--- config.mk ---
export PLATFORM = sky130hd
export DESIGN_NAME = cd3p_sqrt_cell
export DESIGN_NICKNAME = d
export VERILOG_FILES = /design/src/hdl/cd3p_pkg.sv /design/src/hdl/cd3p_sqrt_cell.sv
export SDC_FILE = /design/constraint.sdc
export NUM_CORES = 1
export LEC_CHECK = 0
export ABC_CLOCK_PERIOD_IN_PS = 800
export BUFFER_PORTS_ARGS = -buffer_cell sky130_fd_sc_hd__buf_4
export CORE_MARGIN = 3
export CORE_UTILIZATION = 40
export DETAILED_ROUTE_END_ITERATION = 16
export PLACE_DENSITY = 0.74
export RECOVER_POWER = 100
export SLEW_MARGIN = 15
export SYNTH_ARGS = -nofsm -noshare
export SYNTH_HDL_FRONTEND = slang
export SYNTH_SLANG_ARGS = --single-unit
--- constraint.sdc ---
create_clock -name clk_i -period 0.8 [get_ports clk_i]
set_input_delay 0.04 -clock clk_i [delete_from_list [all_inputs] [get_ports clk_i]]
set_output_delay 0.04 -clock clk_i [all_outputs]
set_load 0.005 [all_outputs]
--- src/hdl/cd3p_pkg.sv ---
// ----------------------------------------------------------------------------
// cd3p_pkg: circle from three points
// Types, widths and constants shared by the circle pipeline.
// ----------------------------------------------------------------------------
package cd3p_pkg;

  localparam int COORD_BITS = 12;
  localparam int FRAC_BITS  = 4;
  localparam int OUT_W      = 24;

  localparam int DIFF_W = COORD_BITS + 1;          // coordinate difference
  localparam int PP_W   = 2 * DIFF_W;              // determinant partial product
  localparam int SQ_W   = 2 * COORD_BITS + 1;      // squared norm
  localparam int DET_W  = 2 * COORD_BITS + 3;
  localparam int DEN_W  = DET_W + 1;
  localparam int PROD_W = SQ_W + 1 + DIFF_W;
  localparam int NUM_W  = PROD_W + 2;
  localparam int MAG_W  = NUM_W + FRAC_BITS;
  localparam int P_W    = DEN_W + 1;               // divider partial remainder
  localparam int DX_W   = OUT_W + 1;               // offset to point 1, root width
  localparam int RAD_W  = 2 * DX_W;                // squared distance
  localparam int R_W    = DX_W + 3;                // root remainder

  // start to done strobe, in cycles
  localparam int LATENCY = 11 + OUT_W + DX_W;

  localparam logic [OUT_W-1:0] CENTER_MAX = {1'b0, {(OUT_W-1){1'b1}}};
  localparam logic [OUT_W-1:0] CENTER_MIN = {1'b1, {(OUT_W-1){1'b0}}};
  localparam logic [OUT_W-1:0] RADIUS_MAX = {OUT_W{1'b1}};

  typedef struct packed {
    logic [COORD_BITS-1:0] point1_x;
    logic [COORD_BITS-1:0] point1_y;
    logic [COORD_BITS-1:0] point2_x;
    logic [COORD_BITS-1:0] point2_y;
    logic [COORD_BITS-1:0] point3_x;
    logic [COORD_BITS-1:0] point3_y;
  } cd3p_in_t;

  typedef struct packed {
    logic signed [OUT_W-1:0] center_x;
    logic signed [OUT_W-1:0] center_y;
    logic [OUT_W-1:0]        radius;
    logic                    degenerate;
    logic                    saturated;
  } cd3p_out_t;

  // one divider lane
  typedef struct packed {
    logic             neg;
    logic             ovf;
    logic [DEN_W-1:0] den;
    logic [P_W-1:0]   prem;
    logic [OUT_W-1:0] qn;
  } cd3p_dlane_t;

  typedef struct packed {
    logic                  deg;
    logic [COORD_BITS-1:0] x1;
    logic [COORD_BITS-1:0] y1;
  } cd3p_dside_t;

  typedef struct packed {
    logic [R_W-1:0]   rem;
    logic [DX_W-1:0]  root;
    logic [RAD_W-1:0] rad;
  } cd3p_slane_t;

  typedef struct packed {
    logic             deg;
    logic             sat;
    logic [OUT_W-1:0] cx;
    logic [OUT_W-1:0] cy;
  } cd3p_sside_t;

endpackage

--- src/hdl/cd3p_sqrt_cell.sv ---
// ----------------------------------------------------------------------------
// cd3p_sqrt_cell: square root cell
// One root bit per cell, two radicand bits shifted in, registered.
// ----------------------------------------------------------------------------
module cd3p_sqrt_cell import cd3p_pkg::*; (
  input  logic        clk_i,
  input  logic        rst_ni,
  input  logic        valid_i,
  input  cd3p_sside_t side_i,
  input  cd3p_slane_t lane_i,
  output logic        valid_o,
  output cd3p_sside_t side_o,
  output cd3p_slane_t lane_o
);

  logic        valid_q;
  cd3p_sside_t side_q;
  cd3p_slane_t lane_d, lane_q;
  logic [R_W-1:0] acc, trial;
  logic           ge;

  always_comb begin
    acc   = {lane_i.rem[R_W-3:0], lane_i.rad[RAD_W-1:RAD_W-2]};
    trial = R_W'({lane_i.root, 2'b01});
    ge    = acc >= trial;
    lane_d.rem  = ge ? acc - trial : acc;
    lane_d.root = {lane_i.root[DX_W-2:0], ge};
    lane_d.rad  = {lane_i.rad[RAD_W-3:0], 2'b00};
  end

  always_ff @(posedge clk_i or negedge rst_ni) begin
    if (!rst_ni) begin
      valid_q <= 1'b0;
    end else begin
      valid_q <= valid_i;
    end
  end

  always_ff @(posedge clk_i) begin
    side_q <= side_i;
    lane_q <= lane_d;
  end

  assign valid_o = valid_q;
  assign side_o  = side_q;
  assign lane_o  = lane_q;

endmodule

==> results, run 1 <==
- The number of sinks handled by clock tree synthesis is 152.
- The kind of the worst endpoint is a sequential cell input.
- The mapped netlist covers 0.00540 mm².
- Buffers placed on the I/O ports in this run total 305.
- The number of clock buffers inserted by TritonCTS is 17.
- The die span in x is 122 µm.
- The step where the flow halted is global routing (5_1_grt).
- The worst-case clock buffer depth is 2.
- The residual overflow from global routing is 575.
- The root buffer cell chosen for the clock tree is clkbuf_16.
- For this run, the number of Yosys warnings is 0.
- The flow did not finish.
- The die is 122 µm tall.
- After synthesis, the share of flip-flops with an asynchronous set or reset is 0.00658.
- For this run, the leading register cell type out of synthesis is dfxtp_1.
- The sequential share of the synthesized area is 0.565.
- The half-perimeter wire length after placement is 16,400 µm.
- After global-route timing repair, the worst endpoint was lane_o[100]$_DFF_P_/D.
- The per-instance average area after synthesis is 10.9 µm².
- Synthesis inferred 152 register bits.
- Synthesis produced 497 cells.
- The number of flops mapped to enable cells by yosys is 0.
- The first error in the log reads "[ERROR GRT-0232] Routing congestion too high. Check the congestion heatmap in the GUI".
- The initial utilization of the core area, before any placement, comes to 0.419.
- The number of different library cells in the post-synthesis netlist is 66.
- Entering global routing, the biggest net connects 17 pins.
- The number of H-tree levels is 4.
- The number of placed I/O pins is 310.
- The global placer's final weighted congestion is 0.940.
- In the global route stage, overall resource usage came out at 0.905.
- After floorplanning, the core was divided into 41 placement rows.
## cells by family after synthesis
group           count (synthesis)  share of synthesized area
flops                         152                      0.565
compound gates                120                      0.163
simple gates                  115                      0.112
buf+inv                        55                     0.0457
fa+ha+maj                      27                     0.0626
mux                            14                     0.0299
xor+xnor                       13                     0.0211
other cells                     1                   0.000695
## timing repair
action | in CTS
setup endpoints to repair | 181
pin swaps | 28
buffers inserted | 19
resized for setup | 228
endpoints found under the hold margin | 151
cloned | 1
hold buffers | 152
## per-stage QoR
stage	hold WS [ns]	std cells	setup WS, ns	cell area [µm²]	util
after global placement	-0.181	1071	-1.51	8850	0.687
after CTS	0.00865	1275	-0.869	12000	0.929
after floorplan	-0.256	498	-1.26	5630	-
after detailed placement	-0.180	1071	-1.54	8850	0.687
## cells in the mapped netlist (3+ instances only)
cell type	count	area, µm²
o21a_1	7	52.6
xnor2_1	8	70.1
nand4_1	7	43.8
a221oi_1	3	26.3
buf_4	4	30.0
xor2_1	5	43.8
nand3_1	16	80.1
dfxtp_1	151	3020
nor2_1	13	48.8
o21ai_0	21	105
ha_1	27	338
a21boi_0	3	22.5
inv_1	35	131
a211oi_1	3	22.5
or3_1	4	25.0
o41ai_2	3	48.8
nor3b_1	3	22.5
nand2_1	29	109
nor3_1	18	90.1
a21oi_1	34	170
clkbuf_1	6	22.5
mux2i_1	3	30.0
and4_1	4	35.0
o31ai_1	6	45.0
o21bai_1	4	30.0
and2_1	6	37.5
buf_2	6	30.0
o211ai_1	5	37.5
a21o_1	6	45.0
nor2b_1	3	18.8
and3_1	3	18.8
a211o_1	3	26.3
mux2_2	9	101
## layer usage
layer  track usage  GRT overflow
met5         0.358             0
met4          1.03           166
met3         0.738             4
met2          1.10           394
met1         0.839            11
==> inputs of run 2 (changes only) <==
CORE_UTILIZATION = 25   (was 40)
PLACE_DENSITY = not set   (was 0.74)
PLACE_DENSITY_LB_ADDON = 0.15   (was not set)
==> results, run 2 <==
- The run finished, with violations left.
- The final reports fail on negative setup slack.
- The share of power burned in the clock network is 0.341.
- dfxtp_1 takes more of the synthesized area than any other cell.
- The total placed cells including tap cells is 1,190 (+11%).
- The initial antenna violation count is 0.
- The floorplan die area is 0.0234 mm².
- The register with the most flip-flops in the layout has 101 of them.
- Of the total power, registers draw 0.374.
- The vertical die dimension came to 153 µm (+25%).
- The DRC marker count from the first detailed-route iteration is 239.
- The sequential share of the synthesized area is 0.565 (unchanged).
- The effective utilization at floorplan is 0.256 (-0.163).
- Of the available clock period, the critical path in the final layout requires 2.13.
- In this run the power density over the cells is 1830 mW/mm².
- The proportion of power drawn by combinational gates is 0.285.
- Dividing the detail-routed wire length by the instance count gives 18.5 µm.
- The final wirelength is 25,600 µm.
- The worst setup path is captured at a flip-flop.
- The number of antenna diodes in the final layout is 0.
- The synthesized flop and latch total is 152 (unchanged).
- Detailed routing inserted a total of 6,093 vias.
- The primary flip-flop cell chosen by synthesis mapping is dfxtp_1.
- The number of placed I/O pins is 310 (unchanged).
- For this run, the top clock speed supported by timing is 588 MHz.
- The proportion of register bits with asynchronous set or reset after synthesis is 0.00658 (unchanged).
- Yosys instantiated no cell more often than dfxtp_1.
- Setup repair after global routing could not meet its margin everywhere.
- The via count of the first global-routing pass was 6,653.
- The cell count after synthesis was 497 (unchanged).
- The library cells used most frequently in the layout, excluding fill and tap cells, are buf_4 (171), buf_6 (160), dlygate4sd3_1 (151).
- The number of clock buffers inserted by TritonCTS was 17 (unchanged).
- The number of H-tree levels is 4 (unchanged).
- The netlist area before placement came to 0.00540 mm² (unchanged).
- The switching share of total power is 0.285.
- The number of different library cells in the post-synthesis netlist is 66 (unchanged).
- STA puts the critical path data required time at 1.11 ns.
- The count of nets after finishing is 1,281.
- The worst setup slack after layout is -0.900 ns.
- The worst min-delay path category is input pin to flip-flop.
- Ranked by instance count, the synthesized netlist is headed by dfxtp_1 (151), inv_1 (35), a21oi_1 (34), nand2_1 (29), ha_1 (27).
- For this run, design rule violations remaining after detail routing come to 0.
- The area added between synthesis and finish is 135%.
- The most common cell after layout, fill and taps aside is buf_4.
- The worst hold path passes through 4 cells.
- For this design the total switching power over the nets is 6.61 mW.
- Using the TritonRoute via totals, the vias-per-cell ratio works out to 4.40.
- The count of final max-slew check failures was 0.
- The end-of-flow core utilization is 0.601.
- The tree is rooted in a clkbuf_16.
- The number of sinks handled by clock tree synthesis is 152 (unchanged).
- The clock tree from TritonCTS is done.
- The largest vdd supply drop is 1.31 mV.
- The row count is 53 (+29%).
- In the final layout, the share of cells above drive strength 1 is 0.662.
- In this run the most critical hold path is launched from lane_i[84].
- After synthesis, the cell types taking the most area are dfxtp_1 (56%), ha_1 (6.3%), a21oi_1 (3.2%), inv_1 (2.4%), nand2_1 (2.0%).
- The worst-case clock buffer depth is 2 (unchanged).
- The global placer's final weighted congestion is 0.854 (-9.2%).
- The leakage component of the power is 5.66 nW.
- The arrival time of data at the critical path endpoint is 2.01 ns.
- The area share of the leading cell type in the synthesized netlist is 0.560 (unchanged).
- The per-instance average area after synthesis is 10.9 µm² (unchanged).
- The number of port buffers came to 305 (unchanged).
- The total setup violations reported at the end of the flow is 181.
- The first detailed-routing pass ran for 5 iterations.
- The worst setup path is of the input pin to flip-flop kind.
- The number of flops mapped to enable cells by yosys came to 0 (unchanged).
- The residual overflow from global routing is 0.
- The number of standard cells in the layout, taps in and fillers out is 1,386.
- The number of hold violations in the final report came to 0.
- The final critical delay including setup and external delays is 1.70 ns.
- The die span in x came to 153 µm (+25%).
- The number of maximum-capacitance violations is 0.
- The count of nets left with antenna violations after detail routing is 0.
- The count of yosys warnings during synthesis is 0 (unchanged).
- The end point of the worst hold path is lane_o[86].
- The first-pass GRT wire length is 37,600 µm.
- In this run the worst path has a maximum fanout of 5.
- STA classifies the critical path startpoint as an input pin.
- Across every metal layer, demand over resource in global routing totals 0.206.
- The half-perimeter wire length after placement is 17,000 µm (+3.4%).
- Clock-pin slew was measured on the worst setup and hold paths at 0.07 ns.
- After floorplanning, the core was sized to cover 0.0211 mm².
- Entering global routing, the biggest net connects 18 pins.
- The internal power consumption is 16.5 mW.
## run 2: power by group through the flow
stage          registers (mW)  clock network (mW)  logic [mW]
6_report                 8.66                7.90        6.60
5_1_grt                  8.71                8.45        7.04
4_1_cts                  8.55                8.12        6.27
3_5_place_dp             8.59                   0        4.81
3_3_place_gp             8.58                   0        4.77
2_1_floorplan            8.65                   0        1.81
## run 2: cell type report
cell class,instances,area (µm²)
inverters,36,180
clock inverters,15,156
clock buffers,17,425
fillers,1693,8420
repair buffers,600,5520
well taps,275,344
flip-flops and latches,152,3210
multi-input cells,291,2840
## run 2: worst max-delay path: stages
cell	delay (ns)
buf_12	0.09
inv_12	0.03
ha_4	0.25
a21o_1	0.21
a211oi_4	0.24
a2111oi_4	0.12
buf_4	0.17
or3_1	0.30
o311a_1	0.30
mux2_4	0.25
## run 2: stage by stage
step                TNS [ns]  worst slack (ns)  area (µm²)  hold WS, ns  power (mW)
global placement      -40.24             -1.46        9100       -0.185        13.3
detailed placement    -39.42             -1.46        9100       -0.184        13.4
floorplan             -31.36             -1.26        5630       -0.256        10.5
CTS                   -38.85            -0.879       12200      0.00660        22.9
global route          -44.83            -0.938       12700       0.0142        24.2
finish                -37.25            -0.900       12700       0.0246        23.1
## run 2: how the worst max path moves through the flow
| stage | startpoint | end | slack (ns) | cells after the start |
|---|---|---|---|---|
| floorplan | lane_i[51] | lane_o[94] | -1.26 | 11 |
| CTS | lane_i[94] | lane_o[100] | -0.88 | 8 |
| global placement | lane_i[63] | lane_o[99] | -1.46 | 9 |
| detailed placement | lane_i[64] | lane_o[100] | -1.46 | 10 |
| global route | lane_i[69] | lane_o[100] | -0.94 | 9 |
| finish | lane_i[53] | lane_o[95] | -0.90 | 10 |
## run 2: what timing repair did
action                                  4_1_cts  5_1_grt
setup buffers                                12        2
gates resized for setup                     252      173
hold buffers                                151        0
endpoints found under the setup margin      181      181
pin swaps                                    35       24
endpoints found under the hold margin       149        0
## run 2: cells by family after synthesis
| logic type | Yosys count | share of synthesized area |
|---|---|---|
| DFF | 152 | 0.565 |
| AOI/OAI and AO/OA | 120 | 0.163 |
| and+or+nand+nor | 115 | 0.112 |
| buffers and inverters | 55 | 0.0457 |
| adders and majority gates | 27 | 0.0626 |
| muxes | 14 | 0.0299 |
| xor gates and xnor gates | 13 | 0.0211 |
| other | 1 | 0.000695 |
## run 2: routing by layer
layer  up-vias  part of all wire  GRT usage
li1       2961                 -          -
met1      2861              0.37      0.227
met2       218              0.53      0.367
met3        53             0.060     0.0629
met4         0             0.033     0.0857
met5         -                 0          0
Note: power is estimated with default switching activity, not from simulation.
