### config.mk
export PLATFORM = sky130hd
export DESIGN_NAME = cd3p_div_cell
export DESIGN_NICKNAME = d
export VERILOG_FILES = /design/src/hdl/cd3p_pkg.sv /design/src/hdl/cd3p_div_cell.sv
export SDC_FILE = /design/constraint.sdc
export NUM_CORES = 1
export LEC_CHECK = 0
export ABC_AREA = 1
export BUFFER_PORTS_ARGS = -buffer_cell sky130_fd_sc_hd__buf_2
export CORE_AREA = 2 2 151 153
export CTS_CLUSTER_DIAMETER = 50
export DETAILED_ROUTE_END_ITERATION = 10
export DIE_AREA = 0 0 153 155
export PLACE_DENSITY = 0.71
export SETUP_SLACK_MARGIN = 0.4
export SLEW_MARGIN = 0
export SYNTH_ARGS = -nofsm -noshare
export SYNTH_HDL_FRONTEND = slang
export SYNTH_SLANG_ARGS = --single-unit
### constraint.sdc
create_clock -name clk_i -period 0.85 [get_ports clk_i]
set_clock_uncertainty 0.1 [all_clocks]
set_input_delay 0.085 -clock clk_i [delete_from_list [all_inputs] [get_ports clk_i]]
set_output_delay 0.085 -clock clk_i [all_outputs]
set_load 0.005 [all_outputs]
### src/hdl/cd3p_pkg.sv
// ----------------------------------------------------------------------------
// cd3p_pkg: circle from three points
// Types, widths and constants shared by the circle pipeline.
// ----------------------------------------------------------------------------
package cd3p_pkg;

  localparam int COORD_BITS = 12;
  localparam int FRAC_BITS  = 4;
  localparam int OUT_W      = 24;

  localparam int DIFF_W = COORD_BITS + 1;          // coordinate difference
  localparam int PP_W   = 2 * DIFF_W;              // determinant partial product
  localparam int SQ_W   = 2 * COORD_BITS + 1;      // squared norm
  localparam int DET_W  = 2 * COORD_BITS + 3;
  localparam int DEN_W  = DET_W + 1;
  localparam int PROD_W = SQ_W + 1 + DIFF_W;
  localparam int NUM_W  = PROD_W + 2;
  localparam int MAG_W  = NUM_W + FRAC_BITS;
  localparam int P_W    = DEN_W + 1;               // divider partial remainder
  localparam int DX_W   = OUT_W + 1;               // offset to point 1, root width
  localparam int RAD_W  = 2 * DX_W;                // squared distance
  localparam int R_W    = DX_W + 3;                // root remainder

  // start to done strobe, in cycles
  localparam int LATENCY = 11 + OUT_W + DX_W;

  localparam logic [OUT_W-1:0] CENTER_MAX = {1'b0, {(OUT_W-1){1'b1}}};
  localparam logic [OUT_W-1:0] CENTER_MIN = {1'b1, {(OUT_W-1){1'b0}}};
  localparam logic [OUT_W-1:0] RADIUS_MAX = {OUT_W{1'b1}};

  typedef struct packed {
    logic [COORD_BITS-1:0] point1_x;
    logic [COORD_BITS-1:0] point1_y;
    logic [COORD_BITS-1:0] point2_x;
    logic [COORD_BITS-1:0] point2_y;
    logic [COORD_BITS-1:0] point3_x;
    logic [COORD_BITS-1:0] point3_y;
  } cd3p_in_t;

  typedef struct packed {
    logic signed [OUT_W-1:0] center_x;
    logic signed [OUT_W-1:0] center_y;
    logic [OUT_W-1:0]        radius;
    logic                    degenerate;
    logic                    saturated;
  } cd3p_out_t;

  // one divider lane
  typedef struct packed {
    logic             neg;
    logic             ovf;
    logic [DEN_W-1:0] den;
    logic [P_W-1:0]   prem;
    logic [OUT_W-1:0] qn;
  } cd3p_dlane_t;

  typedef struct packed {
    logic                  deg;
    logic [COORD_BITS-1:0] x1;
    logic [COORD_BITS-1:0] y1;
  } cd3p_dside_t;

  typedef struct packed {
    logic [R_W-1:0]   rem;
    logic [DX_W-1:0]  root;
    logic [RAD_W-1:0] rad;
  } cd3p_slane_t;

  typedef struct packed {
    logic             deg;
    logic             sat;
    logic [OUT_W-1:0] cx;
    logic [OUT_W-1:0] cy;
  } cd3p_sside_t;

endpackage

### src/hdl/cd3p_div_cell.sv
// ----------------------------------------------------------------------------
// cd3p_div_cell: divider cell
// One restoring quotient bit for the x and y lanes, registered.
// ----------------------------------------------------------------------------
module cd3p_div_cell import cd3p_pkg::*; (
  input  logic              clk_i,
  input  logic              rst_ni,
  input  logic              valid_i,
  input  cd3p_dside_t       side_i,
  input  cd3p_dlane_t [1:0] lane_i,
  output logic              valid_o,
  output cd3p_dside_t       side_o,
  output cd3p_dlane_t [1:0] lane_o
);

  logic              valid_q;
  cd3p_dside_t       side_q;
  cd3p_dlane_t [1:0] lane_d, lane_q;

  always_comb begin
    for (int l = 0; l < 2; l++) begin
      logic [P_W-1:0] trial;
      logic           ge;
      trial = {lane_i[l].prem[P_W-2:0], lane_i[l].qn[OUT_W-1]};
      ge    = trial >= {1'b0, lane_i[l].den};
      lane_d[l]      = lane_i[l];
      lane_d[l].prem = ge ? trial - {1'b0, lane_i[l].den} : trial;
      lane_d[l].qn   = {lane_i[l].qn[OUT_W-2:0], ge};
    end
  end

  always_ff @(posedge clk_i or negedge rst_ni) begin
    if (!rst_ni) begin
      valid_q <= 1'b0;
    end else begin
      valid_q <= valid_i;
    end
  end

  always_ff @(posedge clk_i) begin
    side_q <= side_i;
    lane_q <= lane_d;
  end

  assign valid_o = valid_q;
  assign side_o  = side_q;
  assign lane_o  = lane_q;

endmodule

==> metrics.md, run 1 <==
| Metric | Value |
|---|---|
| Clock tree sinks | `about 190` |
| Maximum clock insertion buffer count | `2` |
| Most used cell, CP | `buf_8` |
| Worst setup path startpoint | `lane_i[160]` |
| Vias in the first global route | `between 10k and 15k` |
| Post-Route WL | `roughly 36000 µm` |
| Violated checks | `hold timing, setup timing` |
| Critical path peak fanout | `6` |
| Global-route wire length before repair | `50800 µm` |
| Synth async-reset ratio | `less than 1%` |
| P&R area growth vs syn | `88.0%` |
| Routability cong. | `around 0.91` |
| Wirelength per Cell | `15.6 µm` |
| Setup ws final | `-0.613 ns` |
| HPWL after detailed placement | `approximately 25000 µm` |
| Mapped Nets | `about 1.6k` |
| Yosys cell types | `31` |
| Final antenna diode count | `0` |
| Tcrit/Tclk final | `172%` |
| Fmax | `~680 MHz` |
| Vias per cell | `around 4.7` |
| RSZ-0062 raised after global routing | `true` |
| YS warnings | `0` |
| Pleak | `between 9 and 10 nW` |
| Critical Path RT | `approximately 1.1 ns` |
| Fin. Hold Viols | `190` |
| CP bufs+invs | `5` |
| Pin count of the biggest net entering global routing | `18` |
| Starting Density | `roughly two fifths` |
| Worst min path class | `in -> reg` |
| Slew @ Worst Pin | `approximately 0.33 ns` |
| IR drop worst, VDD | `1300 µV` |
| Slew Limit Fails | `0` |
| Final ANT Viol Nets | `0` |
| Worst hold slack | `-0.356 ns` |
| Root Driver | `clkbuf_16` |
| Fin nets | `between 2k and 2.5k` |
| Crit path DAT | `between 1.5 and 2 ns` |
| Overall Global Routing Usage | `between 20 and 30%` |
| HP Start | `lane_i[92]` |
| Ys flop type | `dfxtp_1` |
| Die Area | `23700 µm²` |
| CTS clk-pin slew, worst paths | `0.08 ns` |
| Die height | `~160 µm` |
| Sequential fraction of the synthesis area | `between 40 and 50%` |
| Maxcap violations | `0` |
| Worst setup EP type | `flop` |
| IO Port Bufs | `between 300 and 400` |
| Worst Setup Path Type | `in -> reg` |
| Syn Area/Cell | `roughly 6.8 µm²` |
| Initial antenna violation count | `0` |
| Layout cells sized above 1 | `between 60% and 70%` |
| Final Setup Violations | `around 250` |
| Total Power | `roughly 0.028 W` |
| Outcome | `complete, but fails checks` |
| Startpoint Class | `input port` |
| Setup TNS | `-70.79 ns` |
| Worst slew margin | `77.8%` |
| CP max-delay cell | `ha_4` |
| Synth Instances | `about 1.4k` |
| Post-synth EDFFs | `0` |
| Power density cells | `1630 nW/µm²` |
| Synth area leader | `dfxtp_1` |
| Number of I/O pins | `386` |
| CP top delay family | `buffers and inverters` |
| Pre-CTS WS | `-1.04 ns` |
| Rows | `55` |
| Total congestion overflow | `0` |
| Mapped Area | `just over 9000 µm²` |
| DR iter-0 viols | `approximately 650` |
| CTS Buf Count | `17` |
| Flops & latches, synth | `between 150 and 200` |
| Core Box Area | `about 22000 µm²` |
| Top-area cell type share of the netlist area | `41.2%` |
| DRC | `0` |
| Synth area leaders | `dfxtp_1 41%, nand2_1 23%, inv_1 12%, ha_1 7.6%, nand3_1 3.3%` |
| Via count | `roughly 11k` |
| Critical path's largest stage delay | `0.21 ns` |
| Final min period | `between 1 and 1.5 ns` |
| Worst-path cell chain | `buf_8, inv_4, ha_4, a21oi_4, nand2_2, a21oi_2, nand2_1, nor2_2, nand2_4, buf_12, buf_8, clkbuf_16, o21ai_1` |
| Die Wd | `approximately 150 µm` |
| Hold Buf Count CTS | `1` |
| TritonCTS clock tree | `built` |
| H-tree depth | `4` |
| Drt pass-1 iters | `6` |
[cell type report]
class / count / area (µm²)
Multi-Input combinational cell: 872 / 6140
Timing Repair Buffer: 624 / 5030
Fill cell: 1487 / 4790
Sequential cell: 192 / 4080
Inverter: 288 / 1200
Clock buffer: 20 / 447
Tap cell: 285 / 357
Clock inverter: 12 / 125
Timing Repair inverter: 3 / 57.6
[layer usage]
metal / part of all wire, % / vias to the layer above / track usage [%] / wire [µm]
met4: 4.1 / 0 / 10.8 / 1450
met5: 0 / - / 0 / 0
met3: 4.3 / 101 / 4.43 / 1550
met2: 54 / 384 / 51.1 / 19300
met1: 38 / 4917 / 29.7 / 13500
li1: - / 5313 / - / -
[metrics by stage]
step | area [µm²] | instances | util, %
5_1_grt | 17400 | 2296 | 78.4
3_5_place_dp | 14100 | 2198 | 63.4
4_1_cts | 16100 | 2271 | 72.5
6_report | 17400 | 2296 | 78.4
3_3_place_gp | 14100 | 2198 | 63.4
2_1_floorplan | 10600 | 1363 | -
[cell families (layout without fill, tap and decap cells)]
logic type / after synthesis / count (layout) / share of synthesized area, %
and+or+nand+nor: 749 / 749 / 32.8
buffers and inverters: 299 / 947 / 12.9
DFF: 192 / 192 / 41.5
adders and majority gates: 58 / 58 / 7.99
AOI/OAI and AO/OA: 35 / 35 / 2.00
xor gates and xnor gates: 30 / 30 / 2.83
[power by group]
group	internal [W]	switching [W]
Combinational	0.00510	0.00481
Sequential	0.0101	0.000352
Clock	0.00421	0.00381
Total	0.0194	0.00897
[registers in the layout, summed over array words and instances (netlist names)]
name	cells
side_o	25
lane_o	166
valid_o	1
[repair_timing]
item / 4_1_cts / 5_1_grt
endpoints found under the setup margin: 252 / 252
hold endpoints to repair: 191 / 191
cloned: 4 / 6
buffers inserted: 36 / 19
gates resized for setup: 295 / 271
pin swaps: 97 / 103
[synthesized netlist by cell type, types with 7 or more instances]
library cell    n
a21oi_1        27
dfxtp_1       191
ha_1           56
inv_1         285
nand2_1       559
nand2_2        13
nand3_1        61
nand3b_1       10
nand4_1        10
nor2_1         80
nor2_2          7
xor2_1         28
[placed cells by master, fill, tap and decap left out, types with 2 or more instances in the layout]
cell,Yosys,layout
a21oi_1,27,17
nand2_4,2,66
nor2_2,7,17
clkbuf_1,0,2
nand3b_1,10,10
xor2_1,28,28
dfxtp_2,0,185
a21oi_2,2,10
dfxtp_1,191,6
buf_2,0,227
ha_4,0,56
nand4_1,10,10
nand3_4,0,4
buf_4,6,221
inv_4,1,15
xnor2_1,2,2
o21ai_2,0,2
a21oi_4,0,2
inv_12,0,4
fa_2,0,2
inv_2,0,51
nand3_2,2,20
buf_6,4,142
nand2_1,559,367
nor2_1,80,52
clkinv_4,0,5
buf_12,0,11
inv_8,0,2
nand2_2,13,140
nand3_1,61,39
inv_6,1,7
inv_1,285,213
o21ai_1,2,2
clkbuf_16,0,22
buf_16,0,2
buf_8,1,15
nor3_4,0,2
nor2_4,1,19
[worst paths after layout]
check / slack (ns) / depth (start not counted) / end
min in group asynchronous: -0.15 / 2 / valid_o
max in group asynchronous: 0.71 / 2 / valid_o
worst max-delay path: -0.61 / 13 / lane_o[107]
worst min-delay path: -0.36 / 1 / lane_o[93]
(Power assumes the default switching activity.)
==> inputs of run 2 (changes only) <==
- SETUP_SLACK_MARGIN: 0.4 -> unset
==> metrics.md, run 2 (synthesis results as in run 1) <==
| Metric | Value |
|---|---|
| Worst setup EP type | `flop` |
| Global-route wire length before repair | `roughly 55000 µm` |
| Finished Layout Cells | `~2.4k` |
| Die Area | `~24000 µm²` |
| Slew @ Worst Pin | `~0.28 ns` |
| Vias per cell | `approximately 4.7` |
| Via count | `11.6k` |
| Crit path DAT | `between 1.5 and 2 ns` |
| Routability cong. | `roughly 0.90` |
| Outcome | `complete, but fails checks` |
| Commonest non-fill, non-tap cell in the layout | `nand2_1` |
| Pleak | `9.71 nW` |
| Hold worst-path end | `lane_o[53]` |
| Total congestion overflow | `0` |
| IR drop worst, VDD | `1440 µV` |
| Tcrit/Tclk final | `173%` |
| Overall Global Routing Usage | `roughly 29%` |
| CTS Buf Count | `17` |
| Fmax | `680 MHz` |
| Startpoint Class | `input port` |
| Commonest non-fill, non-tap cells in the layout | `384 x nand2_1, 303 x buf_2, 220 x inv_1` |
| H-tree depth | `4` |
| CTS clk-pin slew, worst paths | `roughly 0.07 ns` |
| Worst slew margin | `roughly four fifths` |
| Die height | `about 160 µm` |
| Rows | `55` |
| Slew Limit Fails | `0` |
| Die Wd | `153 µm` |
| Final min period | `1.47 ns` |
| Clock tree sinks | `~190` |
| Pin count of the biggest net entering global routing | `23` |
| DRC | `0` |
| HP Start | `lane_i[53]` |
| P&R area growth vs syn | `96.4%` |
| Number of I/O pins | `slightly below 400` |
| Critical path peak fanout | `8` |
| Critical Path RT | `1.10 ns` |
| HPWL after detailed placement | `between 20000 and 25000 µm` |
| Critical path's largest stage delay | `about 0.28 ns` |
| Setup ws final | `-0.621 ns` |
| Core Box Area | `approximately 22000 µm²` |
| RSZ-0062 raised after global routing | `true` |
| Worst-path cell chain | `buf_2, inv_1, ha_4, nand2_2, nor2_4, inv_1, nor2_1, nand3_2, nand2_2, nor2_4, nand2_4, buf_12, buf_12, nand2_1, o21ai_1` |
| Flip-flop count of the largest register after layout | `166` |
| Initial antenna violation count | `0` |
| WHS Path Cells | `1` |
| DR iter-0 viols | `557` |
| Maxcap violations | `0` |
| Drt pass-1 iters | `5` |
| Violated checks | `hold timing, setup timing` |
| Root Driver | `clkbuf_16` |
| Fillers | `1316` |
| Wirelength per Cell | `roughly 16 µm` |
| Fin. Hold Viols | `3` |
| CP max-delay cell | `ha_4` |
| Final Setup Violations | `between 200 and 300` |
| IO Port Bufs | `around 380` |
| Power density cells | `about 1600 nW/µm²` |
| Vias in the first global route | `11.7k` |
| Fin nets | `roughly 2.4k` |
| CP top delay family | `simple AND/OR/NAND/NOR gates` |
| CP bufs+invs | `5` |
| Post-Route WL | `approximately 39000 µm` |
| Worst hold slack | `-0.345 ns` |
| Worst Setup Path Type | `in -> reg` |
| Layout cells sized above 1 | `about half` |
| Worst min path class | `in -> reg` |
| Final antenna diode count | `0` |
| Maximum clock insertion buffer count | `2` |
| Starting Density | `41.7%` |
| Util after Layout | `between 80 and 90%` |
| Final ANT Viol Nets | `0` |
| TritonCTS clock tree | `built` |
| Placed instance count | `~2.2k` |
==> run 2: through the flow <==
step / instance area [µm²] / total power (W) / hold slack, ns / setup slack (ns) / setup TNS (ns)
floorplan: 10300 / 0.0141 / -0.311 / -0.698 / -38.08
global placement: 13700 / 0.0173 / -0.239 / -1.07 / -59.69
detailed placement: 13700 / 0.0174 / -0.240 / -1.13 / -60.89
CTS: 16800 / 0.0268 / -0.361 / -0.486 / -63.90
global route: 18200 / 0.0296 / -0.356 / -0.697 / -78.42
finish: 18200 / 0.0284 / -0.345 / -0.621 / -68.51
==> run 2: area by class of cell <==
cell class / instances / area, µm² / share of cell area [%]
timing repair buffer: 773 / 6030 / 33.1
multi-input combinational: 872 / 6100 / 33.5
tap: 285 / 357 / 1.96
clock inverter: 13 / 148 / 0.810
sequential: 192 / 3940 / 21.6
timing repair inverter: 1 / 16.3 / 0.0893
inverter: 288 / 1170 / 6.45
clock buffer: 19 / 443 / 2.43
==> run 2: timing repair <==
action,CTS,global route
hold buffers,187,3
endpoints found under the setup margin,252,252
cloned,2,5
setup buffers,15,28
gates resized for setup,170,315
hold endpoints to repair,191,6
pin swaps,38,60
==> run 2: power by group <==
part / internal, W / switching, W / leakage [nW] / total [W]
clock network: 0.00424 / 0.00394 / 0.286 / 0.00818
registers: 0.00997 / 0.000308 / 1.62 / 0.0103
logic: 0.00506 / 0.00487 / 7.80 / 0.00993
==> run 2: per-layer routing <==
metal  global-route usage, %  vias up  part of all wire (%)
li1                        -     5590                     -
met3                    6.46      150                   6.4
met5                       0        -                     0
met4                    9.17        0                   4.6
met1                    30.2     5339                    35
met2                    56.4      490                    54
==> run 2: how the worst max path moves through the flow <==
stage | end | from | slack, ns | cells past startpoint
after detailed placement | lane_o[120] | lane_i[160] | -1.13 | 12
after CTS | lane_o[120] | lane_i[158] | -0.49 | 15
final | lane_o[108] | lane_i[163] | -0.62 | 15
after floorplan | lane_o[111] | lane_i[138] | -0.70 | 15
after global placement | lane_o[127] | lane_i[160] | -1.07 | 12
after global routing | lane_o[108] | lane_i[163] | -0.70 | 15
